File: src/rtl/core/otsp_pkg.sv
// Shared types and constants of the one-shot timer pool.
`default_nettype none
package otsp_pkg;

	localparam int MODE_W  = 3;
	localparam int IDX_W   = 3;
	localparam int DELAY_W = 32;
	localparam int KIND_W  = 2;
	localparam int STAMP_W = 32;

	typedef enum logic [MODE_W-1:0] {
		MODE_ALLOC = 3'd0,
		MODE_START = 3'd1,
		MODE_STOP  = 3'd2,
		MODE_QUERY = 3'd3,
		MODE_SETEL = 3'd4,
		MODE_TICK  = 3'd5
	} mode_t;

	typedef enum logic [KIND_W-1:0] {
		KIND_RESP      = 2'd0,
		KIND_EXPIRY    = 2'd1,
		KIND_TICK_DONE = 2'd2
	} kind_t;

	typedef enum logic [1:0] {
		ST_IDLE  = 2'd0,
		ST_SCAN  = 2'd1,
		ST_CLOSE = 2'd2
	} state_t;

	typedef struct packed {
		logic [KIND_W-1:0] kind;
		logic [IDX_W-1:0]  which_timer;
		logic              ok;
		logic              started;
		logic              elapsed;
		logic              last;
	} res_t;

endpackage
`default_nettype wire

File: src/rtl/core/otsp_if.sv
// Valid/ready channel interfaces for the command and result words.
`default_nettype none
interface otsp_op_if;
	import otsp_pkg::*;

	logic               valid;
	logic               ready;
	logic [MODE_W-1:0]  mode;
	logic [IDX_W-1:0]   timer_index;
	logic [DELAY_W-1:0] delay_ms;

	modport source (output valid, mode, timer_index, delay_ms, input ready);
	modport sink   (input valid, mode, timer_index, delay_ms, output ready);
endinterface

interface otsp_res_if;
	import otsp_pkg::*;

	logic              valid;
	logic              ready;
	logic [KIND_W-1:0] kind;
	logic [IDX_W-1:0]  which_timer;
	logic              ok;
	logic              started;
	logic              elapsed;
	logic              last;

	modport source (output valid, kind, which_timer, ok, started, elapsed, last,
		input ready);
	modport sink   (input valid, kind, which_timer, ok, started, elapsed, last,
		output ready);
endinterface
`default_nettype wire

File: src/rtl/core/one_shot_timer_pool_top.sv
// Top level of the one-shot timer pool: command decode, tick scan and result register.
//
// The block keeps NUM_TIMERS one-shot timers and a 32-bit tick counter. Commands arrive
// as words on the op channel (valid/ready); every command yields one or more result
// words on the res channel, the final one flagged by last.
// Allocate, start, stop, query and set-elapsed act on per-timer flags held in flops and
// answer with one response word that is visible the cycle after the command is taken.
// A new command can be taken in every cycle while the receiver keeps up and no tick runs.
// A tick bumps the counter, then walks the timers one per cycle, while the receiver keeps
// up, through the stamp RAM (start stamp and timeout, synchronous read). Each timer that
// fires yields an expiry word; a closing word ends the tick. The closing word follows the
// scan of the last timer, and the next command is taken only once the closing word has
// been loaded into the result register; the walk over the RAM read port sets that pace.
// The result register decouples the two sides: a command is accepted while a finished
// word still waits, as long as that word is taken in the same cycle. If the receiver
// stalls, the word holds, the scan pauses on the next timer that fires and the closing
// word waits.
// Reset clears all flags, the tick counter and the scan control. The RAM contents are
// not cleared; only an armed timer's entry can fire it, and only start arms a timer.
`default_nettype none
module one_shot_timer_pool_top #(
	parameter int NUM_TIMERS = 8
) (
	input  wire logic  clk,
	input  wire logic  arst_n,
	otsp_op_if.sink    op,
	otsp_res_if.source res
);
	import otsp_pkg::*;

	localparam int IW = (NUM_TIMERS > 1) ? $clog2(NUM_TIMERS) : 1;
	localparam int XW = IW + IDX_W;

	// Timer flags and the tick counter.
	logic [NUM_TIMERS-1:0] in_use_q, armed_q, expired_q;
	logic [NUM_TIMERS-1:0] in_use_d, armed_d, expired_d;
	logic [STAMP_W-1:0]    time_now_q;
	logic [STAMP_W-1:0]    time_now_d;

	state_t         state_q, state_d;
	logic [IW-1:0]  scan_idx_q, scan_idx_d;

	res_t res_q, res_d;
	logic res_valid_q;
	logic res_load;
	logic out_free;
	logic op_fire;

	// Stamp RAM ports.
	logic                 ram_wr_en;
	logic [2*STAMP_W-1:0] ram_wr_data;
	logic                 ram_rd_en;
	logic [IW-1:0]        ram_rd_addr;
	logic [2*STAMP_W-1:0] ram_rd_data;
	logic [STAMP_W-1:0]   rd_stamp, rd_timeout, age;

	// Command decode helpers.
	logic [XW-1:0] idx_x;
	logic [IW-1:0] idx_w;
	logic          idx_ok;
	logic [IW-1:0] alloc_idx;
	logic [XW-1:0] alloc_x;
	logic          alloc_found;
	logic          fire;
	logic          scan_last;
	logic          scan_stall;

	assign out_free = !res_valid_q || res.ready;
	assign op.ready = (state_q == ST_IDLE) && out_free;
	assign op_fire  = op.valid && op.ready;

	assign idx_x  = XW'(op.timer_index);
	assign idx_ok = idx_x < XW'(NUM_TIMERS);
	assign idx_w  = idx_x[IW-1:0];

	// Lowest free timer.
	always_comb begin
		alloc_idx   = '0;
		alloc_found = 1'b0;
		for (int i = NUM_TIMERS - 1; i >= 0; i--) begin
			if (!in_use_q[i]) begin
				alloc_idx   = IW'(i);
				alloc_found = 1'b1;
			end
		end
	end
	assign alloc_x = XW'(alloc_idx);

	// Expiry check on the timer whose stamps sit in the RAM output register.
	assign rd_stamp   = ram_rd_data[2*STAMP_W-1:STAMP_W];
	assign rd_timeout = ram_rd_data[STAMP_W-1:0];
	assign age        = time_now_q - rd_stamp;
	assign fire       = in_use_q[scan_idx_q] && armed_q[scan_idx_q] &&
		!expired_q[scan_idx_q] && (age > rd_timeout);
	assign scan_last  = scan_idx_q == IW'(NUM_TIMERS - 1);
	assign scan_stall = fire && !out_free;

	otsp_stamp_ram #(
		.DEPTH (NUM_TIMERS),
		.AW    (IW)
	) u_stamp_ram (
		.clk     (clk),
		.wr_en   (ram_wr_en),
		.wr_addr (idx_w),
		.wr_data (ram_wr_data),
		.rd_en   (ram_rd_en),
		.rd_addr (ram_rd_addr),
		.rd_data (ram_rd_data)
	);

	// Next state.
	always_comb begin
		state_d = state_q;
		case (state_q)
			ST_IDLE: begin
				if (op_fire && op.mode == MODE_TICK) begin
					state_d = ST_SCAN;
				end
			end
			ST_SCAN: begin
				if (!scan_stall && scan_last) begin
					state_d = ST_CLOSE;
				end
			end
			ST_CLOSE: begin
				if (out_free) begin
					state_d = ST_IDLE;
				end
			end
			default: state_d = ST_IDLE;
		endcase
	end

	// Datapath control and result formation.
	always_comb begin
		in_use_d    = in_use_q;
		armed_d     = armed_q;
		expired_d   = expired_q;
		time_now_d  = time_now_q;
		scan_idx_d  = scan_idx_q;
		ram_wr_en   = 1'b0;
		ram_wr_data = {time_now_q, op.delay_ms};
		ram_rd_en   = 1'b0;
		ram_rd_addr = scan_idx_q;
		res_load    = 1'b0;
		res_d       = res_q;
		case (state_q)
			ST_IDLE: begin
				if (op_fire) begin
					res_d = '{kind: KIND_RESP, which_timer: op.timer_index, ok: 1'b0,
						started: 1'b0, elapsed: 1'b0, last: 1'b1};
					case (mode_t'(op.mode))
						MODE_ALLOC: begin
							res_load = 1'b1;
							if (alloc_found) begin
								in_use_d[alloc_idx] = 1'b1;
								res_d.which_timer   = alloc_x[IDX_W-1:0];
								res_d.ok            = 1'b1;
								res_d.started       = armed_q[alloc_idx];
								res_d.elapsed       = expired_q[alloc_idx];
							end else begin
								res_d.which_timer = '0;
							end
						end
						MODE_START: begin
							res_load = 1'b1;
							if (idx_ok) begin
								if (in_use_q[idx_w]) begin
									armed_d[idx_w]   = 1'b1;
									expired_d[idx_w] = 1'b0;
									ram_wr_en        = 1'b1;
									res_d.ok         = 1'b1;
								end
								res_d.started = armed_d[idx_w];
								res_d.elapsed = expired_d[idx_w];
							end
						end
						MODE_STOP: begin
							res_load = 1'b1;
							if (idx_ok) begin
								armed_d[idx_w]   = 1'b0;
								expired_d[idx_w] = 1'b0;
							end
						end
						MODE_QUERY: begin
							res_load = 1'b1;
							if (idx_ok) begin
								res_d.started = armed_q[idx_w];
								res_d.elapsed = expired_q[idx_w];
							end
						end
						MODE_SETEL: begin
							res_load = 1'b1;
							if (idx_ok) begin
								expired_d[idx_w] = 1'b1;
								res_d.started    = armed_q[idx_w];
								res_d.elapsed    = 1'b1;
							end
						end
						MODE_TICK: begin
							time_now_d  = time_now_q + STAMP_W'(1);
							scan_idx_d  = '0;
							ram_rd_en   = 1'b1;
							ram_rd_addr = '0;
						end
						default: begin
							res_load = 1'b1;
						end
					endcase
				end
			end
			ST_SCAN: begin
				if (!scan_stall) begin
					if (fire) begin
						armed_d[scan_idx_q]   = 1'b0;
						expired_d[scan_idx_q] = 1'b1;
						res_load              = 1'b1;
						res_d = '{kind: KIND_EXPIRY,
							which_timer: IDX_W'(XW'(scan_idx_q)),
							ok: 1'b0, started: 1'b0, elapsed: 1'b1, last: 1'b0};
					end
					if (!scan_last) begin
						scan_idx_d  = scan_idx_q + IW'(1);
						ram_rd_en   = 1'b1;
						ram_rd_addr = scan_idx_q + IW'(1);
					end
				end
			end
			ST_CLOSE: begin
				if (out_free) begin
					res_load = 1'b1;
					res_d = '{kind: KIND_TICK_DONE, which_timer: '0, ok: 1'b0,
						started: 1'b0, elapsed: 1'b0, last: 1'b1};
				end
			end
			default: begin
			end
		endcase
	end

	always_ff @(posedge clk or negedge arst_n) begin
		if (!arst_n) begin
			state_q     <= ST_IDLE;
			in_use_q    <= '0;
			armed_q     <= '0;
			expired_q   <= '0;
			time_now_q  <= '0;
			scan_idx_q  <= '0;
			res_valid_q <= 1'b0;
		end else begin
			state_q    <= state_d;
			in_use_q   <= in_use_d;
			armed_q    <= armed_d;
			expired_q  <= expired_d;
			time_now_q <= time_now_d;
			scan_idx_q <= scan_idx_d;
			if (res_load) begin
				res_valid_q <= 1'b1;
			end else if (res.ready) begin
				res_valid_q <= 1'b0;
			end
		end
	end

	always_ff @(posedge clk) begin
		if (res_load) begin
			res_q <= res_d;
		end
	end

	assign res.valid       = res_valid_q;
	assign res.kind        = res_q.kind;
	assign res.which_timer = res_q.which_timer;
	assign res.ok          = res_q.ok;
	assign res.started     = res_q.started;
	assign res.elapsed     = res_q.elapsed;
	assign res.last        = res_q.last;

	// A tick that is taken always starts the scan in the following cycle.
	assert property (@(posedge clk) disable iff (!arst_n)
		(op.valid && op.ready && op.mode == MODE_TICK) |=> state_q == ST_SCAN)
		else $error("tick accepted without entering the scan");

	// The tick counter moves only on an accepted tick.
	assert property (@(posedge clk) disable iff (!arst_n)
		!(op.valid && op.ready && op.mode == MODE_TICK) |=> $stable(time_now_q))
		else $error("tick counter moved without a tick");

	// A waiting result word is never overwritten.
	assert property (@(posedge clk) disable iff (!arst_n)
		(res_valid_q && !res.ready) |-> !res_load)
		else $error("result word overwritten while stalled");

	// Expiry words never close an item and always report the elapsed flag.
	assert property (@(posedge clk) disable iff (!arst_n)
		(res.valid && res.kind == KIND_EXPIRY) |-> (!res.last && res.elapsed))
		else $error("malformed expiry word");

endmodule
`default_nettype wire

File: src/rtl/core/otsp_stamp_ram.sv
// Simple dual-port RAM holding each timer's start stamp and timeout.
`default_nettype none
module otsp_stamp_ram #(
	parameter int DEPTH = 8,
	parameter int AW    = 3
) (
	input  wire logic                          clk,
	input  wire logic                          wr_en,
	input  wire logic [AW-1:0]                 wr_addr,
	input  wire logic [2*otsp_pkg::STAMP_W-1:0] wr_data,
	input  wire logic                          rd_en,
	input  wire logic [AW-1:0]                 rd_addr,
	output      logic [2*otsp_pkg::STAMP_W-1:0] rd_data
);
	import otsp_pkg::*;

	logic [2*STAMP_W-1:0] mem [DEPTH];

	always_ff @(posedge clk) begin
		if (wr_en) begin
			mem[wr_addr] <= wr_data;
		end
	end

	always_ff @(posedge clk) begin
		if (rd_en) begin
			rd_data <= mem[rd_addr];
		end
	end

endmodule
`default_nettype wire

File: src/flat_wrapper.sv
// flat-port wrapper written by rule: the top's interface ports become plain ports
module one_shot_timer_pool_top_flat import otsp_pkg::*;
#(
	parameter int NUM_TIMERS = 8
)
  (clk, arst_n, op_valid, op_mode, op_timer_index, op_delay_ms, op_ready, res_valid, res_kind, res_which_timer, res_ok, res_started, res_elapsed, res_last, res_ready);
  otsp_op_if op_i ();
  otsp_res_if res_i ();
  input  wire logic clk;
  input  wire logic arst_n;
  input wire logic [$bits(op_i.valid)-1:0] op_valid;
  input wire logic [$bits(op_i.mode)-1:0] op_mode;
  input wire logic [$bits(op_i.timer_index)-1:0] op_timer_index;
  input wire logic [$bits(op_i.delay_ms)-1:0] op_delay_ms;
  output wire logic [$bits(op_i.ready)-1:0] op_ready;
  output wire logic [$bits(res_i.valid)-1:0] res_valid;
  output wire logic [$bits(res_i.kind)-1:0] res_kind;
  output wire logic [$bits(res_i.which_timer)-1:0] res_which_timer;
  output wire logic [$bits(res_i.ok)-1:0] res_ok;
  output wire logic [$bits(res_i.started)-1:0] res_started;
  output wire logic [$bits(res_i.elapsed)-1:0] res_elapsed;
  output wire logic [$bits(res_i.last)-1:0] res_last;
  input wire logic [$bits(res_i.ready)-1:0] res_ready;
  assign op_i.valid = op_valid;
  assign op_i.mode = op_mode;
  assign op_i.timer_index = op_timer_index;
  assign op_i.delay_ms = op_delay_ms;
  assign op_ready = op_i.ready;
  assign res_valid = res_i.valid;
  assign res_kind = res_i.kind;
  assign res_which_timer = res_i.which_timer;
  assign res_ok = res_i.ok;
  assign res_started = res_i.started;
  assign res_elapsed = res_i.elapsed;
  assign res_last = res_i.last;
  assign res_i.ready = res_ready;
  one_shot_timer_pool_top #(.NUM_TIMERS(NUM_TIMERS)) u_core (.clk(clk), .arst_n(arst_n), .op(op_i), .res(res_i));
endmodule
File: config.mk
export PLATFORM = sky130hd
export DESIGN_NAME = one_shot_timer_pool_top_flat
export DESIGN_NICKNAME = d
export VERILOG_FILES = /design/src/rtl/core/otsp_pkg.sv /design/src/rtl/core/otsp_if.sv /design/src/rtl/core/one_shot_timer_pool_top.sv /design/src/rtl/core/otsp_stamp_ram.sv /design/src/flat_wrapper.sv
export SDC_FILE = /design/constraint.sdc
export NUM_CORES = 1
export LEC_CHECK = 0
export BUFFER_PORTS_ARGS = -buffer_cell sky130_fd_sc_hd__buf_2
export CELL_PAD_IN_SITES_DETAIL_PLACEMENT = 1
export CELL_PAD_IN_SITES_GLOBAL_PLACEMENT = 1
export CORE_ASPECT_RATIO = 0.5
export CORE_UTILIZATION = 40
export CTS_BUF_LIST = sky130_fd_sc_hd__clkbuf_8
export DETAILED_ROUTE_END_ITERATION = 10
export PLACE_DENSITY = 0.65
export SYNTH_ARGS = -nofsm -noshare
export SYNTH_HDL_FRONTEND = slang
export SYNTH_HIERARCHICAL = 1
export SYNTH_SLANG_ARGS = --single-unit
File: constraint.sdc
create_clock -name clk -period 7.8 [get_ports clk]
set_clock_uncertainty 0.15 [all_clocks]
set_input_delay 2.34 -clock clk [delete_from_list [all_inputs] [get_ports clk]]
set_output_delay 2.34 -clock clk [all_outputs]
set_load 0.02 [all_outputs]
==> key figures <==
Route
  – Final ANT Viol Nets: 0
  – Detail-routed via count per cell: 5.43
  – Starting DRT DRC Count: 1171
  – WL final: 67.5 mm
  – Routed via count: 15300
  – DR WL/cell: 24.0 um
  – DRC viols: 0
  – Drt first pass iters: 5

STA
  – Final period util: 92.5%
  – Max-slew headroom: 33.9%
  – Unrepaired setup endpoints after global routing: false
  – Final Max Slew Viols: 0
  – Max Fclk: 139 MHz
  – Tmin final: 7210 ps
  – Final Hold Viols: 0
  – # setup viols final: 0
  – Worst hold margin: 454 ps
  – Worst-Margin Slew: 991 ps
  – Fin Setup TNS: 0 ps
  – Setup slack after layout: 587 ps

Synthesis
  – EDFF count, synth: 585
  – Leading register cell type out of synthesis: edfxtp_1
  – Post-synth top cells: edfxtp_1, mux4_2, inv_1
  – Synth Area per Inst: 16.8 um^2
  – Main combinational cell family by area after synthesis: multiplexers
  – Mux share of post-synthesis cell area: 13.5%
  – Top cell type's share of synthesized area: 62.2%
  – Ys Warns: 6
  – Synthesized Nets: 1799
  – Post-synthesis cell type count: 87
  – Synthesized-area fraction occupied by and/or/nand/nor cells: 4.95%
  – Count leader, synth: edfxtp_1
  – Seq cells post-synth: 647
  – Synth Area in XOR/XNOR: 1.83%
  – Top post-synthesis cells by area: edfxtp_1, mux4_2, dfrtp_1, ha_1, mux2_2
  – Post-synth ARST share: 9.58%
  – Cell area after synthesis: 28300 um^2
  – Adder-cell share of the synthesized area: 3.17%
  – Area leader, netlist: edfxtp_1
  – Cells after synthesis: 1686
  – Post-synthesis sequential area ratio: 67.7%
  – Compound-cell area share of the yosys netlist: 6.26%

Place
  – Cells after DPL: 2648
  – Pre-CTS setup slack: 564 ps
  – Post-DP HPWL: 40.2 mm
  – Final GP Congestion: 0.871
  – Port buffer count: 52

Worst setup path
  – Crit Path Class: reg2reg
  – Crit path max-delay family: compound AO/OA/AOI/OAI gates
  – Reg2Reg Depth: 26
  – CP Capture Type: flop
  – Max FO, Critical Path: 27
  – R2r setup slk: 590 ps
  – Slowest CP cell: dfrtp_1
  – Crit path buffers/inverters: 3
  – Required @ worst endpoint: 8160 ps
  – CP startpoint kind: flop
  – Arrival time at the worst endpoint: 7570 ps
  – CP max stage delay: 490 ps
  – RR Endpoint: u_core/u_stamp_ram/rd_data[10]
  – R2R Path Start: u_core/time_now_q[0]

Floorplanning
  – Initial core utilization: 40.7%
  – Core Area: 69400 um^2
  – Chip Width: 378 um
  – Die ar.: 71800 um^2
  – Rows: 68
  – IO Pins: 53
  – Die H: 190 um

Power and ir drop
  – Int Pwr: 7010 uW
  – Clock Power Share: 25.6%
  – Tot Pwr: 10400 uW
  – Sequential group share of total power: 41.8%
  – Switching Fraction: 32.7%
  – Psw: 3410 uW
  – P per Cell Area: 329 nW/um^2
  – P_leak: 0.0117 uW
  – Logic gate share of total power: 32.6%
  – Worst IR Drop VDD: 0.000190 V

Clock tree
  – Root buffer cell: clkbuf_8
  – CTS H-tree depth: 3
  – Post-cts sizing count: 0
  – Setup bufs post-CTS: 0
  – CTS tree: done
  – Clk_lat worst skew: 770 ps
  – Clock sink count: 647
  – Cts hold-fix bufs: 0
  – Clk buf depth: 3
  – Inserted Clock Buffers: 93
  – Reg clk slew, reported paths: 70 ps

Global routing
  – Antenna violations before repair: 5
  – Maximum number of pins on one net before global-route repair: 69
  – Vias in the first global route: 16100
  – GRT Util Overall: 19.4%
  – First-pass GRT wire length: 103 mm
  – GR Overflow Total: 0

Job
  – Max-Cap Viols: 0

Layout
  – Final net count: 1911
  – Cell Count, Final, Fillers Out: 2820
  – Area Growth Syn to Fin: 12.2%
  – Share of layout cells above drive strength 1: 24.2%
  – Fill cell count: 6739

Hold path
  – Hold crit path type: reg2reg
  – Hold depth: 1
  – Hold Path Sink: u_core/state_q[0]
  – Hold Crit Start: u_core/state_q[0]

Status
  – Status: finished clean
worst max-delay path by stage:
stage | from | to | cells after the start
floorplan | op_timer_index[0] | u_core/u_stamp_ram/mem[2][0] | 8
global placement | u_core/time_now_q[0] | u_core/u_stamp_ram/rd_data[29] | 26
detailed placement | u_core/time_now_q[0] | u_core/u_stamp_ram/rd_data[60] | 26
CTS | u_core/time_now_q[0] | u_core/u_stamp_ram/rd_data[60] | 26
global route | u_core/time_now_q[0] | u_core/u_stamp_ram/rd_data[50] | 26
finish | u_core/time_now_q[0] | u_core/u_stamp_ram/rd_data[10] | 26
layer usage:
| layer | part of all wire, % | vias to the layer above | global-route usage (%) |
|---|---|---|---|
| met5 | 0.012 | - | 0 |
| met4 | 1.7 | 2 | 4.89 |
| met3 | 5.3 | 79 | 4.62 |
| met2 | 44 | 322 | 28.7 |
| met1 | 49 | 8023 | 28.8 |
| li1 | - | 6875 | - |
cell usage in the layout, fill, tap and decap left out, types with 16 or more instances in the layout:
master	instances
a21o_1	28
a21oi_1	62
buf_12	16
buf_2	51
buf_4	25
clkbuf_8	99
dfrtp_1	62
edfxtp_1	585
ha_1	70
inv_1	113
mux2_2	65
mux4_2	129
nand2_1	77
nand3_1	33
nand4_1	21
nor2_1	68
o21ai_0	41
xnor2_1	51
registers in the layout, indices dropped and copies added, names as in the netlist, 2 cells and up:
| signal | count |
|---|---|
| u_core/armed_q | 8 |
| u_core/expired_q | 8 |
| u_core/in_use_q | 8 |
| u_core/res.kind | 2 |
| u_core/res.which_timer | 3 |
| u_core/scan_idx_q | 3 |
| u_core/state_q | 2 |
| u_core/time_now_q | 32 |
| u_core/u_stamp_ram/mem | 512 |
| u_core/u_stamp_ram/rd_data | 64 |
kinds of logic after synthesis:
family,count (synthesis)
fa+ha+maj,71
simple gates,287
mux,211
flops,647
compound gates,251
xor+xnor,59
buf+inv,160
power groups by stage:
stage                     sequential, uW  combinational, uW  clock (uW)
after global placement              4420               3380           0
after floorplan                     4320               2560           0
after CTS                           4350               3460        2750
after detailed placement            4420               3440           0
after global routing                4380               3720        2880
final                               4350               3400        2670
stage by stage:
step                utilization [%]  area, um^2
CTS                            45.6       31700
detailed placement             43.1       29900
finish                         45.7       31700
global placement               43.1       29900
floorplan                         -       28300
global route                   45.6       31700
final cells by class:
class,count,area (um^2),share of cell area (%)
diodes,5,12.5,0.0395
clock buffers,99,1360,4.30
clock inverters,68,435,1.37
inverters,85,319,1.01
multi-input cells,879,8510,26.8
flip-flops and latches,647,19100,60.3
well taps,945,1180,3.73
repair buffers,92,763,2.41
Note: power is estimated with default switching activity, not from simulation.
